**src/design/running_min_max_mean_variance_macros.svh**
```systemverilog
// Assertion macros shared by the running statistics modules.
`ifndef RUNNING_MIN_MAX_MEAN_VARIANCE_MACROS_SVH
`define RUNNING_MIN_MAX_MEAN_VARIANCE_MACROS_SVH
`ifndef SYNTHESIS
`define RMMV_ASSERT_IMP(lbl, ante, cons, msg) \
  lbl: assert property (@(posedge clk) disable iff (rst) (ante) |-> (cons)) else $error(msg);
`define RMMV_ASSERT_NXT(lbl, ante, cons, msg) \
  lbl: assert property (@(posedge clk) disable iff (rst) (ante) |=> (cons)) else $error(msg);
`else
`define RMMV_ASSERT_IMP(lbl, ante, cons, msg)
`define RMMV_ASSERT_NXT(lbl, ante, cons, msg)
`endif
`endif

```
**src/design/rmmv_pkg.sv**
```systemverilog
// Types and constants of the running statistics block.
package rmmv_pkg;

  localparam int COUNT_BITS_DEF  = 32;
  localparam int SAMPLE_BITS_DEF = 32;
  localparam int FRAC_EXT        = 16;  // Q16.16 sample to Q16.32 mean
  localparam int DIV_W           = 64;  // serial divider dividend width
  localparam int STEP_W          = $clog2(DIV_W + 1);
  localparam int PROD_EXT_W      = 128;

  typedef struct packed {
    logic signed [31:0] sample;
    logic               restart;
  } in_item_t;

  typedef struct packed {
    logic [31:0]        count;
    logic signed [31:0] mean_value;
    logic [63:0]        variance;
    logic signed [31:0] minimum;
    logic signed [31:0] maximum;
    logic               saturated;
  } out_item_t;

  typedef enum logic [3:0] {
    ST_IDLE,
    ST_PREP,
    ST_CHECK,
    ST_DIVM,
    ST_MUPD,
    ST_MUL,
    ST_ACC,
    ST_VSTART,
    ST_DIVV,
    ST_DONE
  } state_t;

  typedef struct packed {
    logic load_in;
    logic prep;
    logic eval;
    logic div_mean;
    logic div_var;
    logic mean_upd;
    logic mul_step;
    logic m2_upd;
    logic out_load;
  } cmd_t;

  typedef struct packed {
    logic full;
    logic div_done;
  } sts_t;

endpackage

```
**src/design/running_min_max_mean_variance.sv**
```systemverilog
// Top level of the running min, max, mean and variance block.
// Usage:
//  - in channel (in_valid/in_ready/in_data): one signed Q16.16 sample per
//    transaction; restart set clears the statistics before the sample counts.
//  - out channel (out_valid/out_ready/out_data): exactly one result per input
//    transaction: count, Q16.16 mean, Q32.32 variance, min, max, saturated.
//  - cfg channel (cfg_valid/cfg_ready/cfg_data): max_floor_enable, always
//    ready, used at the next restart; write only while the block is idle.
// Sequence: the mean update runs a serial divider, the deviation product a
// bit-serial multiplier and the variance the same divider; a new sample is
// taken only after the result is loaded. When the count is full the sample
// is dropped and only the variance division runs.
// One transaction is worked at a time.
// The result sits in an output register, so a new sample is taken while it
// waits; a stalled receiver holds the finished next result in the controller
// until the register frees. Reset (synchronous) clears the statistics and
// sets max_floor_enable.
module running_min_max_mean_variance import rmmv_pkg::*; #(
  parameter int COUNT_BITS  = COUNT_BITS_DEF,
  parameter int SAMPLE_BITS = SAMPLE_BITS_DEF
) (
  input  logic      clk,
  input  logic      rst,
  input  logic      in_valid,
  output logic      in_ready,
  input  in_item_t  in_data,
  output logic      out_valid,
  input  logic      out_ready,
  output out_item_t out_data,
  input  logic      cfg_valid,
  output logic      cfg_ready,
  input  logic      cfg_data
);

  cmd_t cmd;
  sts_t sts;

  // the cfg register is always ready for a write
  assign cfg_ready = 1'b1;

  rmmv_ctrl #(.SAMPLE_BITS(SAMPLE_BITS)) u_ctrl (
    .clk       (clk),
    .rst       (rst),
    .in_valid  (in_valid),
    .in_ready  (in_ready),
    .out_valid (out_valid),
    .out_ready (out_ready),
    .sts       (sts),
    .cmd       (cmd)
  );

  rmmv_dp #(.COUNT_BITS(COUNT_BITS), .SAMPLE_BITS(SAMPLE_BITS)) u_dp (
    .clk       (clk),
    .rst       (rst),
    .cfg_valid (cfg_valid),
    .cfg_data  (cfg_data),
    .in_data   (in_data),
    .cmd       (cmd),
    .sts       (sts),
    .out_data  (out_data)
  );

endmodule

```
**src/design/rmmv_div.sv**
```systemverilog
// Serial radix-2 restoring divider, one quotient bit per cycle.
module rmmv_div import rmmv_pkg::*; #(
  parameter int COUNT_BITS = COUNT_BITS_DEF
) (
  input  logic                  clk,
  input  logic                  rst,
  input  logic                  start,
  input  logic [DIV_W-1:0]      dividend,
  input  logic [COUNT_BITS-1:0] divisor,
  input  logic [STEP_W-1:0]     steps,
  output logic                  done,
  output logic [DIV_W-1:0]      quotient
);

  logic                  busy;
  logic [STEP_W-1:0]     cnt;
  logic [DIV_W-1:0]      dreg;
  logic [COUNT_BITS-1:0] dvs;
  logic [COUNT_BITS-1:0] rem;
  logic [COUNT_BITS:0]   shifted;
  logic [COUNT_BITS:0]   diff;
  logic                  ge;

  assign shifted  = {rem, dreg[DIV_W-1]};
  assign diff     = shifted - {1'b0, dvs};
  assign ge       = !diff[COUNT_BITS];
  assign done     = busy && (cnt == STEP_W'(1));
  assign quotient = dreg;

  always_ff @(posedge clk) begin
    if (rst) begin
      busy <= 1'b0;
      cnt  <= '0;
    end else if (start) begin
      busy <= 1'b1;
      cnt  <= steps;
    end else if (busy) begin
      cnt <= cnt - STEP_W'(1);
      if (cnt == STEP_W'(1)) busy <= 1'b0;
    end
  end

  // divisor held for the whole run
  always_ff @(posedge clk) begin
    if (start) begin
      dreg <= dividend;
      dvs  <= divisor;
      rem  <= '0;
    end else if (busy) begin
      dreg <= {dreg[DIV_W-2:0], ge};
      rem  <= ge ? diff[COUNT_BITS-1:0] : shifted[COUNT_BITS-1:0];
    end
  end

endmodule

```
**src/design/rmmv_dp.sv**
```systemverilog
// Datapath: statistics registers, serial multiplier, divider and result register.
`include "running_min_max_mean_variance_macros.svh"
module rmmv_dp import rmmv_pkg::*; #(
  parameter int COUNT_BITS  = COUNT_BITS_DEF,
  parameter int SAMPLE_BITS = SAMPLE_BITS_DEF
) (
  input  logic      clk,
  input  logic      rst,
  input  logic      cfg_valid,
  input  logic      cfg_data,
  input  in_item_t  in_data,
  input  cmd_t      cmd,
  output sts_t      sts,
  output out_item_t out_data
);

  localparam int MW = SAMPLE_BITS + FRAC_EXT;
  localparam int PW = 2 * MW;

  logic                          floor_en;
  logic signed [SAMPLE_BITS-1:0] x;
  logic                          restart_q;
  logic [COUNT_BITS-1:0]         count;
  logic [MW-1:0]                 mean;
  logic [63:0]                   m2;
  logic signed [SAMPLE_BITS-1:0] min_v;
  logic signed [SAMPLE_BITS-1:0] max_v;
  logic                          neg;
  logic [MW-1:0]                 mag;
  logic [MW-1:0]                 mplr;
  logic [MW-1:0]                 mcand;
  logic [PW-1:0]                 acc;
  logic                          sat_q;

  logic [63:0]          raw;
  logic [MW-1:0]        xe;
  logic [MW:0]          d;
  logic [MW:0]          nd;
  logic [MW-1:0]        mag_c;
  logic                 full;
  logic [DIV_W-1:0]     quot;
  logic [MW-1:0]        q;
  logic                 div_done;
  logic [DIV_W-1:0]     dividend;
  logic [COUNT_BITS-1:0] divisor;
  logic [STEP_W-1:0]    steps;
  logic [PROD_EXT_W-1:0] pext;
  logic [63:0]          prod;
  logic [64:0]          sum;
  logic [SAMPLE_BITS-1:0] mean_q16;

  assign raw   = 64'($unsigned(in_data.sample));
  assign xe    = {x, {FRAC_EXT{1'b0}}};
  assign d     = {xe[MW-1], xe} - {mean[MW-1], mean};
  assign nd    = -d;
  assign mag_c = d[MW] ? nd[MW-1:0] : d[MW-1:0];
  assign full  = (count == {COUNT_BITS{1'b1}});
  assign q     = quot[MW-1:0];

  assign dividend = cmd.div_var ? m2 : (DIV_W'(mag_c) << (DIV_W - MW));
  assign divisor  = cmd.div_var ? count : count + COUNT_BITS'(1);
  assign steps    = cmd.div_var ? STEP_W'(DIV_W) : STEP_W'(MW);

  rmmv_div #(.COUNT_BITS(COUNT_BITS)) u_div (
    .clk      (clk),
    .rst      (rst),
    .start    (cmd.div_mean || cmd.div_var),
    .dividend (dividend),
    .divisor  (divisor),
    .steps    (steps),
    .done     (div_done),
    .quotient (quot)
  );

  // deviation product >> 32, saturated to 64 bits
  assign pext = PROD_EXT_W'(acc);
  assign prod = (|pext[127:96]) ? {64{1'b1}} : pext[95:32];
  assign sum  = {1'b0, m2} + {1'b0, prod};

  assign mean_q16 = mean[MW-1:FRAC_EXT];

  assign sts.full     = full;
  assign sts.div_done = div_done;

  always_ff @(posedge clk) begin
    if (rst) begin
      floor_en <= 1'b1;
    end else if (cfg_valid) begin
      floor_en <= cfg_data;
    end
  end

  always_ff @(posedge clk) begin
    if (rst) begin
      count <= '0;
      mean  <= '0;
      m2    <= '0;
      min_v <= {1'b0, {(SAMPLE_BITS-1){1'b1}}};
      max_v <= '0;
    end else begin
      if (cmd.prep && restart_q) begin
        count <= '0;
        mean  <= '0;
        m2    <= '0;
        min_v <= {1'b0, {(SAMPLE_BITS-1){1'b1}}};
        max_v <= floor_en ? '0 : {1'b1, {(SAMPLE_BITS-1){1'b0}}};
      end
      if (cmd.eval && !full) begin
        count <= count + COUNT_BITS'(1);
        if (x < min_v) min_v <= x;
        if (x > max_v) max_v <= x;
      end
      if (cmd.mean_upd) mean <= neg ? mean - q : mean + q;
      if (cmd.m2_upd) m2 <= sum[64] ? {64{1'b1}} : sum[63:0];
    end
  end

  always_ff @(posedge clk) begin
    if (cmd.load_in) begin
      x         <= $signed(raw[SAMPLE_BITS-1:0]);
      restart_q <= in_data.restart;
    end
    if (cmd.eval) begin
      sat_q <= full;
      neg   <= d[MW];
      mag   <= mag_c;
    end
    if (cmd.mean_upd) begin
      mplr  <= mag;
      mcand <= mag - q;
      acc   <= '0;
    end
    if (cmd.mul_step) begin
      acc  <= {acc[PW-2:0], 1'b0} + (mplr[MW-1] ? PW'(mcand) : PW'(0));
      mplr <= {mplr[MW-2:0], 1'b0};
    end
    if (cmd.out_load) begin
      out_data.count      <= 32'(count);
      out_data.mean_value <= 32'($signed(mean_q16));
      out_data.variance   <= quot;
      out_data.minimum    <= 32'(min_v);
      out_data.maximum    <= 32'(max_v);
      out_data.saturated  <= sat_q;
    end
  end

  `RMMV_ASSERT_NXT(a_m2_monotone, cmd.m2_upd, m2 >= $past(m2), "M2 fell on update")
  `RMMV_ASSERT_NXT(a_count_step, cmd.eval && !full, count == COUNT_BITS'($past(count) + 1), "count did not step")
  `RMMV_ASSERT_NXT(a_full_hold, cmd.eval && full, count == $past(count), "count moved while full")

endmodule

```
**src/design/rmmv_ctrl.sv**
```systemverilog
// Controller: sequences one transaction through the datapath.
`include "running_min_max_mean_variance_macros.svh"
module rmmv_ctrl import rmmv_pkg::*; #(
  parameter int SAMPLE_BITS = SAMPLE_BITS_DEF
) (
  input  logic clk,
  input  logic rst,
  input  logic in_valid,
  output logic in_ready,
  output logic out_valid,
  input  logic out_ready,
  input  sts_t sts,
  output cmd_t cmd
);

  localparam int MW    = SAMPLE_BITS + FRAC_EXT;
  localparam int MUL_W = $clog2(MW);

  state_t           state, state_next;
  logic [MUL_W-1:0] mul_cnt, mul_cnt_next;

  always_ff @(posedge clk) begin
    if (rst) begin
      state     <= ST_IDLE;
      mul_cnt   <= '0;
      out_valid <= 1'b0;
    end else begin
      state   <= state_next;
      mul_cnt <= mul_cnt_next;
      if (cmd.out_load) out_valid <= 1'b1;
      else if (out_ready) out_valid <= 1'b0;
    end
  end

  always_comb begin
    state_next   = state;
    mul_cnt_next = mul_cnt;
    cmd          = '0;
    in_ready     = 1'b0;
    unique case (state)
      ST_IDLE: begin
        in_ready = 1'b1;
        if (in_valid) begin
          cmd.load_in = 1'b1;
          state_next  = ST_PREP;
        end
      end
      ST_PREP: begin
        cmd.prep   = 1'b1;
        state_next = ST_CHECK;
      end
      ST_CHECK: begin
        cmd.eval = 1'b1;
        if (sts.full) begin
          cmd.div_var = 1'b1;
          state_next  = ST_DIVV;
        end else begin
          cmd.div_mean = 1'b1;
          state_next   = ST_DIVM;
        end
      end
      ST_DIVM: begin
        if (sts.div_done) state_next = ST_MUPD;
      end
      ST_MUPD: begin
        cmd.mean_upd = 1'b1;
        mul_cnt_next = MUL_W'(MW - 1);
        state_next   = ST_MUL;
      end
      ST_MUL: begin
        cmd.mul_step = 1'b1;
        if (mul_cnt == '0) state_next = ST_ACC;
        else mul_cnt_next = mul_cnt - MUL_W'(1);
      end
      ST_ACC: begin
        cmd.m2_upd = 1'b1;
        state_next = ST_VSTART;
      end
      ST_VSTART: begin
        cmd.div_var = 1'b1;
        state_next  = ST_DIVV;
      end
      ST_DIVV: begin
        if (sts.div_done) state_next = ST_DONE;
      end
      ST_DONE: begin
        if (!out_valid || out_ready) begin
          cmd.out_load = 1'b1;
          state_next   = ST_IDLE;
        end
      end
      default: state_next = ST_IDLE;
    endcase
  end

  `RMMV_ASSERT_IMP(a_no_overwrite, cmd.out_load, !out_valid || out_ready, "result overwritten")
  `RMMV_ASSERT_NXT(a_mul_follows, cmd.mean_upd, cmd.mul_step, "multiply did not follow mean update")
  `RMMV_ASSERT_IMP(a_one_div, cmd.div_mean || cmd.div_var, !(cmd.div_mean && cmd.div_var), "two divider starts")

endmodule
```
**config.mk**
```make
export PLATFORM = sky130hd
export DESIGN_NAME = running_min_max_mean_variance
export DESIGN_NICKNAME = d
export VERILOG_FILES = /design/src/design/rmmv_pkg.sv /design/src/design/running_min_max_mean_variance.sv /design/src/design/rmmv_div.sv /design/src/design/rmmv_dp.sv /design/src/design/rmmv_ctrl.sv
export VERILOG_INCLUDE_DIRS = /design/src /design/src/design
export SDC_FILE = /design/constraint.sdc
export NUM_CORES = 2
export LEC_CHECK = 0
export ABC_CLOCK_PERIOD_IN_PS = 12900
export BUFFER_PORTS_ARGS = -buffer_cell sky130_fd_sc_hd__buf_2
export CORE_MARGIN = 2
export CORE_UTILIZATION = 61
export DETAILED_ROUTE_END_ITERATION = 8
export GPL_ROUTABILITY_DRIVEN = 1
export PLACE_DENSITY_LB_ADDON = 0.3
export REMOVE_ABC_BUFFERS = 1
export SYNTH_ARGS = -nofsm -noshare
export SYNTH_HDL_FRONTEND = slang
export SYNTH_HIERARCHICAL = 1
export SYNTH_SLANG_ARGS = --single-unit
```
**constraint.sdc**
```tcl
create_clock -name clk -period 12.9 [get_ports clk]
set_input_delay 2.58 -clock clk [delete_from_list [all_inputs] [get_ports clk]]
set_output_delay 2.58 -clock clk [all_outputs]
set_load 0.005 [all_outputs]
```
Word-level counts from Yosys, hierarchy flattened --
Cells that the tools add are included.
Word-level totals: register bits 824, bits of input ports 39, output and inout bits 196, word-level logic and storage cells 134
Cells by class: add/subtract/negate cells 11, magnitude comparators 2, eq/ne operators 17, multiplexer cells 56, reductions and logical operators 19
Operator list (count):
- 64-bit 2-to-1 mux | 6
- 32-bit 2-to-1 mux | 11
- 48-bit 2-to-1 mux | 7
- 96-bit 2-to-1 mux | 2
- 96-bit adder | 1
- 48-bit subtractor | 2
- 64-bit by 64-bit adder with 65-bit output | 1
- 48-bit by 48-bit subtractor with 49-bit output | 1
- 48-bit adder | 1
- 48-bit negator | 1
- 4-bit one-hot mux with 10 select lines | 1
- 33-bit by 32-bit subtractor with 33-bit output | 1
- 32-bit by 1-bit adder with 32-bit output (second input constant) | 1
- 32-bit == test (second input constant) | 1
- 32-bit greater-than comparator | 1
- 32-bit less-than comparator | 1
- 4-bit 2-to-1 mux | 6
- 7-bit 2-to-1 mux | 3
- 4-bit by 3-bit == test with 1-bit output (second input constant) | 4
- 1-bit 2-to-1 mux | 16
- 2-bit nonzero test | 7
- 6-bit one-hot mux with 2 select lines | 1
- 4-bit by 2-bit == test with 1-bit output (second input constant) | 2
- 4-bit == test (second input constant) | 2
- 16 further kinds | 25

Longest topological paths before layout --
depth in word-level cells 6, gate-level depth with buffers 22

Hierarchy --
The synthesis kept the hierarchy.
Modules (own cells, without submodules):
- rmmv_dp | times used 1, cells each 4540, area each 42771.0 µm², sequential area each 18227.5 µm²
- rmmv_div | times used 1, cells each 676, area each 7430.9 µm², sequential area each 3683.5 µm²
- rmmv_ctrl | times used 1, cells each 82, area each 695.7 µm², sequential area each 220.2 µm²
- running_min_max_mean_variance | times used 1, cells each 2, area each 11.3 µm², sequential area each 0.0 µm²

Worst setup path before layout --
OpenSTA, ideal clock, no wires.
path kind input to register, from input out_ready, to register, netlist name u_dp/out_data[0], arrival 11.188 ns, required time 12.129 ns, setup slack 0.941 ns, cell stages on the path 2, buffers on the path 0, cells stage by stage nand2b_1 -> nor2b_1
RTL lines:
- from (decl) | line running_min_max_mean_variance.sv:28 | input logic out_ready,

==> flow_summary.toml <==
[outcome]
status = "completed"

[worst_setup_path]
worst_path_dominant_cell_family = "simple AND/OR/NAND/NOR gates"
slowest_stage = "buf_4"
crit_fanout = 72
slowest_delay_ps = 720
r2r_end = "u_dp/u_div/quotient[44]"
start_kind = "register"
rrSetupSlack_ps = 6760
crit_chain = "and3_1, nand2_1, nor4_1, and2_1, nand3_1, nor2_1, nand3_1, nor2_1, or3b_2, a21oi_4, buf_4, or2_4, buf_4, nor2_1, inv_2, buf_4"
cp_data_required_time_ps = 13170
arrival_ps = 6410
timing.rr.start = "u_dp/count[9]"
reg2reg_depth = 16
path_class = "reg2reg"
worstSetupEndpointType = "register"
critPathBufInv = 4

[sta]
worst_slew_pin_slew_ps = 1110
max_freq_ghz = 0.163
slew_viol_final = 0
tns_ps = 0
post-route-period-util = 0.476
fin_skew_ps = 36.9
slew_headroom = 0.262
finalHoldViolations = 0
period_needed_ps = 6140
setup-violations-final = 0
rsz0062_at_grt = "false"

[global_routing]
overflow = 0
grt_usage = 0.323
antenna_found_initial = 7
grt_max_degree = 161
grt_pass1_wl_um = 219000
grt_pass1_vias = 39100

[die]
die_y_um = 293
dieArea_um2 = 85800
fp-row-count = 105
dieWidth_um = 293
ios = 235
start_util = 0.618
core_area_um2 = 82400

[clocking]
clk_latency_ps = 670
cts_made_buffers = 91
post_cts.repair.setup_buffers = 0
htreeDepth = 3
post_cts_resized = 0
cts_hold_buf = 0
clock_sinks = 824
clkSlewWorstSetupHoldPaths_ps = 60
cts_tree = "yes"
cts_buffer_depth = 3
clockRootBuffer = "clkbuf_16"

[pwr]
power.internal_w = 0.00656
peakVddDrop_mv = 0.162
switching_share = 0.384
p_clk_frac = 0.250
p_seq_frac = 0.354
power_leakage_nw = 22.4
p_comb_frac = 0.396
switchingPower_w = 0.00409
power_density_nw_per_um2 = 191

[placement]
hpwl_um = 104000
gp_congestion = 0.963
postPlaceCellArea_um2 = 52800
port_buffers = 233

[finish]
final_common_cell = "edfxtp_1"
multiInputGateArea_um2 = 26900
fin_nets = 5791
area_growth_pct = 9.76
drive_gt1_frac = 0.115
utilization = 0.678
diodes = 0
postLayoutCellArea_um2 = 55900
layout_common_cells = "563 x edfxtp_1, 531 x a21oi_1, 446 x nor2_1, 340 x nand2_1, 339 x ha_1"
nFillCells = 6292
regArea_um2 = 22100

[yosys]
synth_top_area_share = 0.332
syn_area_um2 = 50900
ys_top_cells_by_area = "edfxtp_1 33%, dfxtp_1 10%, ha_1 8.3%"
synthCells = 5300
ys_ff_latch = 824
ys.warnings.count = 6
synth_edf_count = 563
yosysTopAreaCell = "edfxtp_1"
avgSynthCellArea_um2 = 9.61
synth_cell_types = 98
ys_seq_area_frac = 0.435
synth_ff_type = "edfxtp_1"
async_reset_ff_frac = 0

[worst_hold_path]
hp-class = "reg2reg"
min_path_cells = 0
holdCritStartpoint = "u_dp/min_v[31]"
worst_hold_path.endpoint = "u_dp/out_data[64]"

[route]
drtAntennaViolNets = 0
routed-via-count = 41900
routed_via_density = 6.39
wl_per_cell_um = 21.9
drtIter0Drc = 4424
totalWireLength_um = 143000
drtPass1Iterations = 8
drc = 0

[job]
max_cap_viol_count = 0
## Yosys cell counts, types with 153 or more instances
cell,instances
a21oi_1,532
xor2_1,168
edfxtp_1,563
ha_1,339
nor2_1,446
nand3_1,153
o21ai_0,226
dfxtp_1,261
nand2_1,341
a21o_1,203
inv_1,270
clkbuf_1,212
xnor2_1,248
## logic make-up (layout without fill, tap and decap cells)
group,after synthesis,after routing,share of synthesized area
AND/OR/NAND/NOR,1600,1600,0.156
AO/OA/AOI/OAI,1447,1447,0.182
flip-flops,824,824,0.435
buffers and inverters,530,714,0.0403
XOR/XNOR,417,417,0.0721
adder cells (fa/ha/maj),344,344,0.0853
multiplexers,136,136,0.0296
other,2,5,0.000148
## area by class of cell
| type | instances | area share |
|---|---|---|
| Multi-Input combinational cell | 3949 | 0.481 |
| Sequential cell | 824 | 0.396 |
| Clock inverter | 36 | 0.00748 |
| Tap cell | 1070 | 0.0240 |
| Inverter | 273 | 0.0183 |
| Clock buffer | 136 | 0.0471 |
| Timing Repair Buffer | 269 | 0.0263 |
## layer usage
metal / global-route usage / wire length (um)
met4: 0.145 / 6610
met3: 0.0470 / 11300
met5: 0 / 27
met1: 0.436 / 59200
met2: 0.519 / 66300
## state kept, by name, summed over array words and instances, names as in the netlist, 4 cells and up
name and cells:
u_dp/min_v 32, u_dp/mag 48, u_dp/mplr 48, u_dp/u_div/dvs 32
u_dp/u_div/cnt 7, u_ctrl/state 4, u_dp/acc 96, u_dp/count 32
u_dp/u_div/rem 32, u_dp/mcand 48, u_dp/m2 64, u_dp/mean 48
u_dp/out_data 193, u_dp/x 32, u_dp/u_div/quotient 64, u_ctrl/mul_cnt 6
u_dp/max_v 32
## per-stage QoR
step / hold WS (ps) / std cells / setup slack, ps / power [W]
global route: 468 / 6557 / 6370 / 0.0112
finish: 445 / 6557 / 6760 / 0.0106
floorplan: 400 / 5046 / 941 / 0.00672
global placement: 432 / 6385 / 6990 / 0.00776
CTS: 442 / 6557 / 6830 / 0.0106
detailed placement: 425 / 6385 / 6850 / 0.00788
## worst register-to-register path, cell delays in order, from the launching register on
cell and delay, ps:
dfxtp_1 440, and3_1 220, nand2_1 130, nor4_1 520
and2_1 270, nand3_1 150, nor2_1 220, nand3_1 120
nor2_1 230, or3b_2 510, a21oi_4 150, buf_4 500
or2_4 220, buf_4 690, nor2_1 480, inv_2 140
buf_4 720
## power by group through the flow
stage          sequential [W]  clock (W)  combinational (W)
3_3_place_gp          0.00379          0            0.00397
6_report              0.00377    0.00266            0.00422
4_1_cts               0.00375    0.00269            0.00413
5_1_grt               0.00379    0.00279            0.00458
2_1_floorplan         0.00361          0            0.00310
3_5_place_dp          0.00379          0            0.00409
## worst max-delay path by stage
| stage | start | end | slack (ps) | cells after the start |
|---|---|---|---|---|
| after floorplan | out_ready | u_dp/out_data[0] | 940 | 2 |
| after global placement | u_dp/count[9] | u_dp/u_div/quotient[62] | 6990 | 16 |
| after detailed placement | u_dp/count[9] | u_dp/u_div/quotient[62] | 6850 | 16 |
| after CTS | u_dp/count[9] | u_dp/u_div/quotient[23] | 6830 | 16 |
| after global routing | u_dp/count[9] | u_dp/u_div/quotient[44] | 6370 | 16 |
| final | u_dp/count[9] | u_dp/u_div/quotient[44] | 6760 | 16 |
Power figures use the tool's default switching activity.
